File: src/hw/rtl/frame_bitmap_allocator_defines.svh
// Assertion helpers for the frame bitmap allocator
`ifndef FRAME_BITMAP_ALLOCATOR_DEFINES_SVH
`define FRAME_BITMAP_ALLOCATOR_DEFINES_SVH

`ifndef SYNTH
`define FBA_ASSERT_IMP(label, clk, rst_n, ante, cons) \
  label: assert property (@(posedge clk) disable iff (!rst_n) (ante) |-> (cons)) \
    else $error("assertion failed");
`define FBA_ASSERT_NXT(label, clk, rst_n, ante, cons) \
  label: assert property (@(posedge clk) disable iff (!rst_n) (ante) |=> (cons)) \
    else $error("assertion failed");
`else
`define FBA_ASSERT_IMP(label, clk, rst_n, ante, cons)
`define FBA_ASSERT_NXT(label, clk, rst_n, ante, cons)
`endif

`endif

File: src/hw/rtl/fba_pkg.sv
`timescale 1ns / 1ps
package fba_pkg;

  localparam int FRAME_W = 16;
  localparam int RUN_W   = 7;
  localparam int CNT_W   = 17;

  localparam logic [2:0] OP_MARK_USED = 3'd0;
  localparam logic [2:0] OP_MARK_FREE = 3'd1;
  localparam logic [2:0] OP_TEST      = 3'd2;
  localparam logic [2:0] OP_ALLOC_ONE = 3'd3;
  localparam logic [2:0] OP_ALLOC_RUN = 3'd4;

  localparam logic REG_FRAME_COUNT = 1'b0;

  typedef enum logic [2:0] {
    K_MARK_USED,
    K_MARK_FREE,
    K_TEST,
    K_ALLOC_ONE,
    K_ALLOC_RUN,
    K_NOP
  } kind_t;

  typedef struct packed {
    kind_t              kind;
    logic [FRAME_W-1:0] frame;
    logic [RUN_W-1:0]   run;
    logic               inr;
    logic               run_ok;
  } cmd_t;

  typedef struct packed {
    logic [FRAME_W-1:0] frame;
    logic               used;
    logic               failed;
  } res_t;

  typedef struct packed {
    logic clearing;
    logic pop;
  } back_stat_t;

  typedef enum logic [2:0] {
    ST_CLEAR,
    ST_IDLE,
    ST_BIT,
    ST_SCAN,
    ST_MARK_RD,
    ST_MARK_WR
  } state_t;

endpackage

File: src/hw/rtl/fba_front.sv
`timescale 1ns / 1ps
module fba_front #(
  parameter int MAX_RUN = 64,
  parameter int FW      = 17
) (
  input  logic                          in_valid,
  output logic                          in_ready,
  input  logic [2:0]                    in_op,
  input  logic [fba_pkg::FRAME_W-1:0]   in_frame_index,
  input  logic [fba_pkg::RUN_W-1:0]     in_run_length,
  input  logic [FW-1:0]                 lim,
  input  logic                          q_full,
  input  fba_pkg::back_stat_t           stat,
  output logic                          push,
  output fba_pkg::cmd_t                 cmd
);

  assign in_ready = !q_full && !stat.clearing;
  assign push     = in_valid && in_ready;

  always_comb begin
    case (in_op)
      fba_pkg::OP_MARK_USED: cmd.kind = fba_pkg::K_MARK_USED;
      fba_pkg::OP_MARK_FREE: cmd.kind = fba_pkg::K_MARK_FREE;
      fba_pkg::OP_TEST:      cmd.kind = fba_pkg::K_TEST;
      fba_pkg::OP_ALLOC_ONE: cmd.kind = fba_pkg::K_ALLOC_ONE;
      fba_pkg::OP_ALLOC_RUN: cmd.kind = fba_pkg::K_ALLOC_RUN;
      default:               cmd.kind = fba_pkg::K_NOP;
    endcase
    cmd.frame  = in_frame_index;
    cmd.run    = in_run_length;
    cmd.inr    = 32'(in_frame_index) < 32'(lim);
    cmd.run_ok = (in_run_length != '0) && (32'(in_run_length) <= MAX_RUN);
  end

endmodule

File: config.mk
export PLATFORM = sky130hd
export DESIGN_NAME = fba_front
export DESIGN_NICKNAME = d
export VERILOG_FILES = /design/src/hw/rtl/frame_bitmap_allocator_defines.svh /design/src/hw/rtl/fba_pkg.sv /design/src/hw/rtl/fba_front.sv
export SDC_FILE = /design/constraint.sdc
export NUM_CORES = 1
export LEC_CHECK = 0
export BUFFER_PORTS_ARGS = -buffer_cell sky130_fd_sc_hd__buf_2
export CORE_MARGIN = 5
export CORE_UTILIZATION = 36
export DETAILED_ROUTE_END_ITERATION = 10
export PLACE_DENSITY = 0.9
export SLEW_MARGIN = 10
export SYNTH_ARGS = -nofsm -noshare
export SYNTH_HDL_FRONTEND = slang
export SYNTH_SLANG_ARGS = --single-unit
File: constraint.sdc
create_clock -name vclk -period 4.8
set_clock_uncertainty 0.2 [all_clocks]
set_input_delay 0.48 -clock vclk [all_inputs]
set_output_delay 0.48 -clock vclk [all_outputs]
set_load 0.01 [all_outputs]
; After elaboration in Yosys (flattened, before gate mapping)
; Index checks and enable logic that the tools add are counted.
[totals]
regBits = 0
in_bits = 47
out_inout_bits = 30
elab_cells = 14
[classes]
n_lt_le_gt_ge = 2
n_eq_ne = 4
n_mux = 1
n_reduce_logical = 7
[op_table]
columns = operator, count
row1 = < comparator 16 x 17 -> 1 bit, 1
row2 = case mux 3 bit (5 select lines), 1
row3 = "less-or-equal comparator 7 bit, second input constant", 1
row4 = nonzero test 7 bit, 1
row5 = "== test 3 x 2 -> 1 bit, second input constant", 2
row6 = "== test 3 x 1 -> 1 bit, second input constant", 1
row7 = "== test 3 bit, second input constant", 1
row8 = logical AND 1 bit, 3
row9 = zero test 3 bit, 1
row10 = zero test 1 bit, 2

; Logic depth before layout (Yosys ltp)
[depth]
depth_word = 3
ltp_mapped = 7
depth_no_buf = 7

; Worst setup path after synthesis
; No wires, ideal clock.
[synth_timing]
path_type = in2out
from = input lim[12]
to = output cmd[1] (netlist bit)
t_arrival_ps = 1688
t_required_ps = 4120
path_slack_ps = 2432
path_stages = 7
path_buffers = 0
cell_sequence = inv_1 ha_1 nand2_1 o21ai_1 a41oi_1 or4b_1 o22a_1
[synth_rtl]
columns = item, line
row1 = from (decl), fba_front.sv:11  ; input logic [FW-1:0] lim,
row2 = to (decl), fba_front.sv:15  ; output fba_pkg::cmd_t cmd

==> results.md <==
- Outcome: complete, no violations
- Register Area: 0 sq um
- Syn Area/Cell: 7.090 sq um
- Crit path DAT: 1.96 ns
- Area of the mapped netlist: 595.6 sq um
- Slowest stage delay, CP: 0.48 ns
- DRC errors left: 0
- Fraction of layout instances using a drive strength above 1: 55.88%
- CP cell instances: buf_2 -> ha_1 -> a21oi_1 -> o21ai_1 -> a41oi_1 -> or4b_1 -> o22a_1 -> buf_2
- Worst path slowest cell: or4b_1
- Number of DRC markers in iteration 0: 0
- Fmax: 0.3793 GHz
- RSZ-0062 raised after global routing: false
- VDD IR-drop max: 0.03781 mV
- Die Area: 0.002568 sq mm
- Area grow syn2layout: 37.61%
- Combinational fraction of design power: 100.0%
- Vias in the first global route: 670
- Commonest non-fill, non-tap cell in the layout: buf_2
- HP Start: in_run_length[4]
- Slew Viols, Final: 0
- Overall Global Routing Usage: 11.18%
- Drt via density: 4.526
- Final hold violations: 0
- Pleak: 0.5537 nW
- Yosys warnings: 0
- # diodes: 0
- Layout Utilization: 53.17%
- # hold bufs at CTS: 0
- Gpl congestion: 0.6580
- Share of the synthesized area in the top cell type: 31.51%
- Worst-Margin Slew: 0.2521 ns
- Die height: 50.68 um
- Post-Synthesis Cells: 84
- Syn_nets: 146
- Clock power share: 0%
- Crit start category: input port
- Std-Cell Rows: 14
- Hold WC Path Type: input port to primary output
- Setup TNS Final: 0 ns
- Distinct cells, synth: 23
- Period utilization: 54.92%
- Seq/Total Area, Yosys: 0%
- Worst Setup End Kind: primary output
- I/O Buffers: 76
- Die Width: 50.68 um
- Critical setup path kind: input port to primary output
- Seq pwr share: 0%
- Dominant cells by area after synthesis: ha_1 (32%), buf_4 (29%), inv_1 (9.5%)
- Final WL: 1.618 mm
- Synth area leader: ha_1
- Most frequent cells in the layout: buf_2 (76), inv_1 (15), ha_1 (15), a21oi_1 (7), nand2_1 (4)
- CP Launch Point: in_frame_index[10]
- IO Pins: 77
- Fin crit period: 2.636 ns
- Largest net degree at the start of global routing: 4
- Initial antenna violation count: 0
- Global-route wire length before repair: 2.490 mm
- Initial Utilization: 38.64%
- Core area: 0.001541 sq mm
- Post-CTS Setup Bufs: 0
- FF+latch count: 0
- Final ANT Viol Nets: 0
- Detail Placement HPWL: 1.590 mm
- DR vias: 688
- CLK BUF: 0
- DRT Pass-1 Iters: 1
- Cts repair resizes: 0
- Global route overflow: 0
- PD cells: 85.50 mW/mm^2
- Slew margin rel.: 83.04%
- Sw frac: 48.07%
- Crit Path Max Fanout: 2
- Layout Nets: 200
- Pint: 0.03638 mW
- Fillers: 162
- Worst Path Required: 4.12 ns
- Per-cell routed wire length: 10.64 um
- Maxcap violations: 0
- Net Switching: 0.03368 mW
- Finish-stage setup viols: 0
- Most frequent CP cell: buf_2
==> cell type report <==
cell class,instances,area (sq um),area share [%]
Multi-Input combinational cell,45,362.8,44.27
Tap cell,16,20.02,2.443
Inverter,15,56.30,6.870
Timing Repair Buffer,76,380.4,46.41
==> Yosys cell counts, drive strengths merged (2+ instances only) <==
library cell / instances
nand2: 4
o21ai: 2
ha: 15
nor2: 2
buf: 23
a21oi: 7
a21o: 2
inv: 15
==> final timing paths <==
kind | to | slack [ns] | depth (start not counted)
max | cmd[1] | 2.16 | 8
min | cmd[6] | 0.96 | 2
==> critical path: cells and delay by family <==
family / cells / cell delay, ns
fa+ha+maj: 1 / 0.29
compound gates: 4 / 0.45
simple gates: 1 / 0.48
buf+inv: 2 / 0.25
==> routing by layer <==
layer	GRT usage (%)	vias up	part of all wire [%]
li1	-	362	-
met1	12.33	280	32
met3	1.775	0	16
met5	0	-	0
met2	22.93	46	52
met4	0	0	0
==> power by group through the flow <==
stage	Combinational, mW	Clock (mW)	Sequential [mW]
finish	0.0701	0	0
global route	0.0805	0	0
floorplan	0.0462	0	0
CTS	0.0718	0	0
global placement	0.0679	0	0
detailed placement	0.0714	0	0
==> kinds of logic after synthesis <==
| kind of cell | after synthesis | share of synthesized area (%) |
|---|---|---|
| fa+ha+maj | 15 | 31.51 |
| compound gates | 14 | 14.28 |
| simple gates | 15 | 13.66 |
| xor+xnor | 1 | 1.471 |
| buf+inv | 39 | 39.08 |
==> through the flow <==
step / hold slack, ns / cell area, sq um / setup slack (ns) / power (mW) / instances
after floorplan: 0.8064 / 595.6 / 2.432 / 0.04617 / 84
after global placement: 0.9561 / 819.5 / 2.178 / 0.06786 / 152
after detailed placement: 0.9587 / 819.5 / 2.160 / 0.07136 / 152
after CTS: 0.9588 / 819.5 / 2.153 / 0.07178 / 152
after global routing: 0.9650 / 819.5 / 2.059 / 0.08050 / 152
final: 0.9568 / 819.5 / 2.164 / 0.07007 / 152
No activity file was read; power rests on OpenSTA's default activity.
