[config.mk]
export PLATFORM = sky130hd
export DESIGN_NAME = fba_queue
export DESIGN_NICKNAME = d
export VERILOG_FILES = /design/src/hw/rtl/frame_bitmap_allocator_defines.svh /design/src/hw/rtl/fba_pkg.sv /design/src/hw/rtl/fba_queue.sv
export SDC_FILE = /design/constraint.sdc
export NUM_CORES = 1
export LEC_CHECK = 0
export ABC_AREA = 1
export ABC_CLOCK_PERIOD_IN_PS = 2300
export BUFFER_PORTS_ARGS = -buffer_cell sky130_fd_sc_hd__buf_2
export CORE_MARGIN = 3
export CORE_UTILIZATION = 51
export DETAILED_ROUTE_END_ITERATION = 8
export PLACE_DENSITY_LB_ADDON = 0.3
export SKIP_LAST_GASP = 1
export SYNTH_ARGS = -nofsm -noshare
export SYNTH_HDL_FRONTEND = slang
export SYNTH_SLANG_ARGS = --single-unit
export TNS_END_PERCENT = 5
[constraint.sdc]
create_clock -name clk -period 2.3 [get_ports clk]
set_clock_uncertainty 0.2 [all_clocks]
set_input_delay 0.115 -clock clk [delete_from_list [all_inputs] [get_ports clk]]
set_output_delay 0.115 -clock clk [all_outputs]
set_load 0.01 [all_outputs]
[src/hw/rtl/frame_bitmap_allocator_defines.svh]
// Assertion helpers for the frame bitmap allocator
`ifndef FRAME_BITMAP_ALLOCATOR_DEFINES_SVH
`define FRAME_BITMAP_ALLOCATOR_DEFINES_SVH

`ifndef SYNTH
`define FBA_ASSERT_IMP(label, clk, rst_n, ante, cons) \
  label: assert property (@(posedge clk) disable iff (!rst_n) (ante) |-> (cons)) \
    else $error("assertion failed");
`define FBA_ASSERT_NXT(label, clk, rst_n, ante, cons) \
  label: assert property (@(posedge clk) disable iff (!rst_n) (ante) |=> (cons)) \
    else $error("assertion failed");
`else
`define FBA_ASSERT_IMP(label, clk, rst_n, ante, cons)
`define FBA_ASSERT_NXT(label, clk, rst_n, ante, cons)
`endif

`endif

[src/hw/rtl/fba_pkg.sv]
`timescale 1ns / 1ps
package fba_pkg;

  localparam int FRAME_W = 16;
  localparam int RUN_W   = 7;
  localparam int CNT_W   = 17;

  localparam logic [2:0] OP_MARK_USED = 3'd0;
  localparam logic [2:0] OP_MARK_FREE = 3'd1;
  localparam logic [2:0] OP_TEST      = 3'd2;
  localparam logic [2:0] OP_ALLOC_ONE = 3'd3;
  localparam logic [2:0] OP_ALLOC_RUN = 3'd4;

  localparam logic REG_FRAME_COUNT = 1'b0;

  typedef enum logic [2:0] {
    K_MARK_USED,
    K_MARK_FREE,
    K_TEST,
    K_ALLOC_ONE,
    K_ALLOC_RUN,
    K_NOP
  } kind_t;

  typedef struct packed {
    kind_t              kind;
    logic [FRAME_W-1:0] frame;
    logic [RUN_W-1:0]   run;
    logic               inr;
    logic               run_ok;
  } cmd_t;

  typedef struct packed {
    logic [FRAME_W-1:0] frame;
    logic               used;
    logic               failed;
  } res_t;

  typedef struct packed {
    logic clearing;
    logic pop;
  } back_stat_t;

  typedef enum logic [2:0] {
    ST_CLEAR,
    ST_IDLE,
    ST_BIT,
    ST_SCAN,
    ST_MARK_RD,
    ST_MARK_WR
  } state_t;

endpackage

[src/hw/rtl/fba_queue.sv]
`timescale 1ns / 1ps
module fba_queue (
  input  logic          clk,
  input  logic          rst_n,
  input  logic          push,
  input  fba_pkg::cmd_t push_data,
  input  logic          pop,
  output logic          q_valid,
  output logic          q_full,
  output fba_pkg::cmd_t q_data
);

  fba_pkg::cmd_t entry_r [2];
  logic       wr_ptr_r, wr_ptr_nxt;
  logic       rd_ptr_r, rd_ptr_nxt;
  logic [1:0] cnt_r, cnt_nxt;

  assign q_valid = cnt_r != 2'd0;
  assign q_full  = cnt_r == 2'd2;
  assign q_data  = entry_r[rd_ptr_r];

  always_comb begin
    wr_ptr_nxt = push ? !wr_ptr_r : wr_ptr_r;
    rd_ptr_nxt = pop ? !rd_ptr_r : rd_ptr_r;
    cnt_nxt    = cnt_r + {1'b0, push} - {1'b0, pop};
  end

  always_ff @(posedge clk) begin
    if (!rst_n) begin
      wr_ptr_r <= 1'b0;
      rd_ptr_r <= 1'b0;
      cnt_r    <= 2'd0;
    end else begin
      wr_ptr_r <= wr_ptr_nxt;
      rd_ptr_r <= rd_ptr_nxt;
      cnt_r    <= cnt_nxt;
    end
  end

  always_ff @(posedge clk) begin
    if (push) begin
      entry_r[wr_ptr_r] <= push_data;
    end
  end

endmodule

* Word-level counts from Yosys, hierarchy flattened
Memory sizes are Yosys's and may differ from the RTL's. A register that Yosys moved wholly into a read port is not among the register bits.
Cells that the tools add are included.
** Storage, ports and cells
- Memories kept :: 1
- Logic and storage cells :: 14
- RAM bits :: 56
- Bits in registers :: 4
- Input port bits :: 32
** Cells by class
- Add/sub/neg operators :: 2
- Equal/unequal tests :: 1
- Reductions and logical operators :: 3
- Mux-type cells :: 4
** Memories
- entry_r :: depth 2, bits a word 28, rd ports 1, clocked after Yosys merged registers in 1, wr ports 1, RTL line fba_queue.sv:13 : fba_pkg::cmd_t entry_r [2];
** Operator list (count)
- $mux 1 :: 4
- $add 2x1->2 :: 1
- $eq 2x2->1 const B :: 1
- $logic_not 1->1 :: 2
- $reduce_bool 2->1 :: 1
- $sub 2x1->2 :: 1

* Longest topological paths before layout
- Depth in word-level cells :: 3
- Mapped depth :: 7

* Worst setup path before layout
No wires, ideal clock.
- Kind :: register to register
- Start :: reg wr_ptr_r
- End :: mem entry_r[0][0] (netlist name), enable pin
- Arrival time :: 1.512 ns
- Clock period less this slack :: 2.125 ns
- Path slack :: 0.175 ns
- Stages on the path, launching flop included :: 2
- Required time :: 1.687 ns
- Cells stage by stage :: dfxtp_1 > nor2_1
** RTL lines
- start: declaration :: RTL line fba_queue.sv:14 : logic wr_ptr_r, wr_ptr_nxt;
- start signal: assignment :: RTL line fba_queue.sv:34 : wr_ptr_r <= wr_ptr_nxt;
- end: declaration :: RTL line fba_queue.sv:13
Straight into the memory's write port.

* Worst setup path after layout
- Start :: in pop
- End :: reg cnt_r[0]
** On the way
- Longest elaborated chain between the ends :: 1
** RTL lines
- start: declaration :: RTL line fba_queue.sv:7 : input logic pop,
- $sub 2x1->2 :: RTL line fba_queue.sv:25 : cnt_nxt = cnt_r + {1'b0, push} - {1'b0, pop};
- named net cnt_nxt[0] :: RTL line fba_queue.sv:16 : logic [1:0] cnt_r, cnt_nxt;
- end signal: assignment :: RTL line fba_queue.sv:36 : cnt_r <= cnt_nxt;
- end: declaration :: RTL line fba_queue.sv:16
The timed path passes the listed nets, and every way through them passes these cells.
A chain may end at the register's enable or synchronous reset.

==> results.md <==
- The run finished with clean final reports.
- The count of distinct cell types in the synthesized netlist is 12.
- The critical path required time is 2.32 ns.
- Once placement completed, the tool counted placed cells totaling 234.
- The register bit count reported by yosys is 61.
- Signal routing reaches up to met4.
- The final count of pins violating max slew was 0.
- The count of endpoints failing hold in the final timing report was 0.
- The data arrival time at the worst-slack endpoint is 1.99 ns.
- The post-synthesis sequential area ratio is 75.9%.
- The global placer's final weighted congestion is 0.681.
- The filler cell count is 288.
- The number of nets handed over by synthesis was 154.
- The clock network is responsible for 31.8% of the overall power.
- The wire length on met3 is 229 um.
- VDD sags by at most 0.459 mV.
- Dividing the detail-routed wire length by the instance count gives 14.1 um.
- The capturing element type of the critical path is a flip-flop.
- The via count of the first global-routing pass is 1374.
- The clock reaches the later pin of the worst-skew pair after 0.32 ns.
- The number of remaining DRC errors is 0.
- At the pin with the least slew margin, the transition time is 0.439 ns.
- The routed via count is 1346.
- The instance area after placement is 0.00271 mm^2.
- The most common cell after layout, fill and taps aside is buf_2.
- The startpoint identified for the worst register-to-register timing path is cnt_r[0].
- The port buffer count is 61.
- The switching power is 0.537 mW.
- Cell internal power was estimated by the tool at 1.83 mW.
- The highest-delay cell along the critical path is dlygate4sd3_1.
- The first global-routing pass estimated 6.15 mm of wire.
- Measured along the y axis, the die boundary spans 73.9 um.
- The final-stage net count is 259.
- The final layout contains routed wiring with a total length of 3.98 mm.
- Clock tree synthesis selected as its root buffer the cell clkbuf_8.
- The post-route netlist has 47.0% of its cells at a drive strength greater than 1.
- The antenna diode count is 0.
- Entering global routing, the biggest net connects 29 pins.
- The signal on the critical path passes through dlygate4sd3_1 -> buf_2 -> ha_1 -> inv_1 -> ha_1 -> nand2_1 -> dlygate4sd3_1 -> inv_1.
- Once the clock tree was built, the setup fixing pass inserted 0 buffers.
- The sum of overflow across all layers after global routing is 0.
- Subtracting the final worst setup slack from the clock period gives 1.97 ns.
- The starting density of the core is 53.2%.
- The worst setup path is launched from an input pin.
- The switching fraction of total power is 22.7%.
- The die is 73.9 um wide.
- The worst-case headroom to the max-slew limit is 70.7%.
- Counting the buffers created by CTS gives 9.
- After clock tree synthesis, the clock-pin slew on the worst setup and hold paths is 0.06 ns.
- Setup repair after global routing left no endpoint under its margin.
- The clock drives 61 sinks.
- For the final routed database, the setup TNS stands at 0 ns.
- The class of the most critical setup path is input pin to flip-flop.
- The first-pass iteration count of the detailed router is 4.
- The cell count after synthesis is 120.
- Detailed routing placed a total of 2.08 mm of wire on met2.
- The completed layout was analyzed and its total power is 2.37 mW.
- Leaving out fill and tap cells, the most frequent cells in the layout are buf_2, edfxtp_1, dlygate4sd3_1.
- For this design the top-level I/O count stands at 62.
- The delay of the slowest cell on the worst path is 0.54 ns.
- The global-route usage over all layers is 15.7%.
- The area growth from synthesis to final layout is 35.9%.
- The post-route clock period utilization is 85.5%.
- The critical path starts at pop.
- In this run the remaining antenna-violating nets after routing total 0.
- The half-perimeter wire length of the detailed placement result is 2.57 mm.
- The floorplan has 24 rows.
- The hold buffer count at CTS is 32.
- TritonCTS built the clock tree.
- The proportion of power drawn by combinational gates is 12.9%.
- The area of the core region is 0.00441 mm^2.
- The overall die area is 0.00546 mm^2.
- The maximum root-to-sink buffer count is 2.
- The total power divided by cell area is 742 mW/mm^2.
- The synthesis warning total is 0.
- Dividing the detail-routed via count by the number of cells gives 4.77.
- The netlist area before placement is 0.00235 mm^2.
- The initial antenna violation count is 0.
- Setup violations remaining at the end of the flow were counted as 0.
- For this block, wires on met1 add up to 1.64 mm.
- The average cell area after synthesis is 19.6 um^2.
- The quantity of gates resized following cts is 0.
- The cell class contributing the biggest share of worst-path delay is buffers and inverters.
- Summing all non-filler instances in the final layout gives an area of 0.00319 mm^2.
- In this run the worst path has a maximum fanout of 3.
- The number of cells in the finished layout apart from fillers is 282.
- The worst min-delay path class is flip-flop to flip-flop.
- The tightest hold path in the finished design has a slack of 0.297 ns.
- The worst hold path begins at rd_ptr_r.
- The count of buffer and inverter cells on the critical path is 5.
- Summed over all cells, the static leakage comes to 1.32 nW.
- For this block, the initial DRC count from the detailed router was 82.
- The timing-limited maximum frequency is 508 MHz.
- The H-tree was split into 3 levels.
- Of the total power, registers draw 55.2%.
- The max-capacitance violation count is 0.
worst reg2reg max path: stages (launching register included):
cell,delay (ns)
dfxtp_1,0.33
inv_1,0.07
ha_1,0.27
inv_1,0.04
ha_1,0.26
nand2_1,0.06
dlygate4sd3_1,0.54
inv_1,0.04
worst paths after layout:
kind | endpoint | slack (ns) | cells past startpoint
worst max-delay path | cnt_r[0] | 0.33 | 8
worst min-delay path | rd_ptr_r | 0.30 | 2
worst max register to register | cnt_r[0] | 0.40 | 7
worst min register to register | rd_ptr_r | 0.30 | 2
per-layer routing:
| layer | vias up | GRT usage [%] |
|---|---|---|
| met5 | - | 0 |
| met2 | 44 | 26.7 |
| met4 | 0 | 6.04 |
| met3 | 6 | 6.84 |
| li1 | 655 | - |
| met1 | 641 | 17.3 |
cell type report:
type                    instances  area (um^2)  share of cell area, %
flip-flops and latches         61         1780                   55.9
clock buffers                  10          128                   4.00
multi-input cells              49          492                   15.4
inverters                       7         26.3                  0.823
well taps                      52         65.1                   2.04
repair buffers                 97          668                   20.9
clock inverters                 6         30.0                  0.941
power by group through the flow:
stage                     Clock, mW  Sequential, mW  Combinational, mW
final                         0.754            1.31              0.307
after global routing          0.836            1.31              0.334
after CTS                     0.779            1.31              0.310
after detailed placement          0            1.33              0.265
after global placement            0            1.33              0.257
after floorplan                   0            1.32              0.175
cells by family (layout without fill, tap and decap cells):
kind of cell,Yosys count,count (layout),share of synthesized area (%)
DFF,61,61,75.9
muxes,28,28,16.6
and+or+nand+nor,18,18,2.93
buffers and inverters,10,120,3.30
adders and majority gates,2,2,1.07
AOI/OAI and AO/OA,1,1,0.213
Yosys cell counts:
cell type / instances / share of area, %
buf_6: 1 / 0.48
dfxtp_1: 5 / 4.3
inv_1: 7 / 1.1
nand3_1: 1 / 0.21
a21oi_1: 1 / 0.21
mux2_4: 20 / 13
ha_1: 2 / 1.1
nand2_1: 9 / 1.4
edfxtp_1: 56 / 72
mux2_2: 8 / 3.8
nor2_1: 8 / 1.3
buf_12: 2 / 1.7
registers in the layout, indices dropped and copies added (netlist names), named ones only:
register	count
entry_r	56
wr_ptr_r	1
rd_ptr_r	1
cnt_r	2
per-stage QoR:
step / utilization, % / worst slack (ns)
6_report: 72.3 / 0.333
5_1_grt: 72.3 / 0.252
4_1_cts: 72.3 / 0.345
3_5_place_dp: 61.5 / 0.713
2_1_floorplan: - / 0.175
3_3_place_gp: 61.5 / 0.727
(Power assumes the default switching activity.)
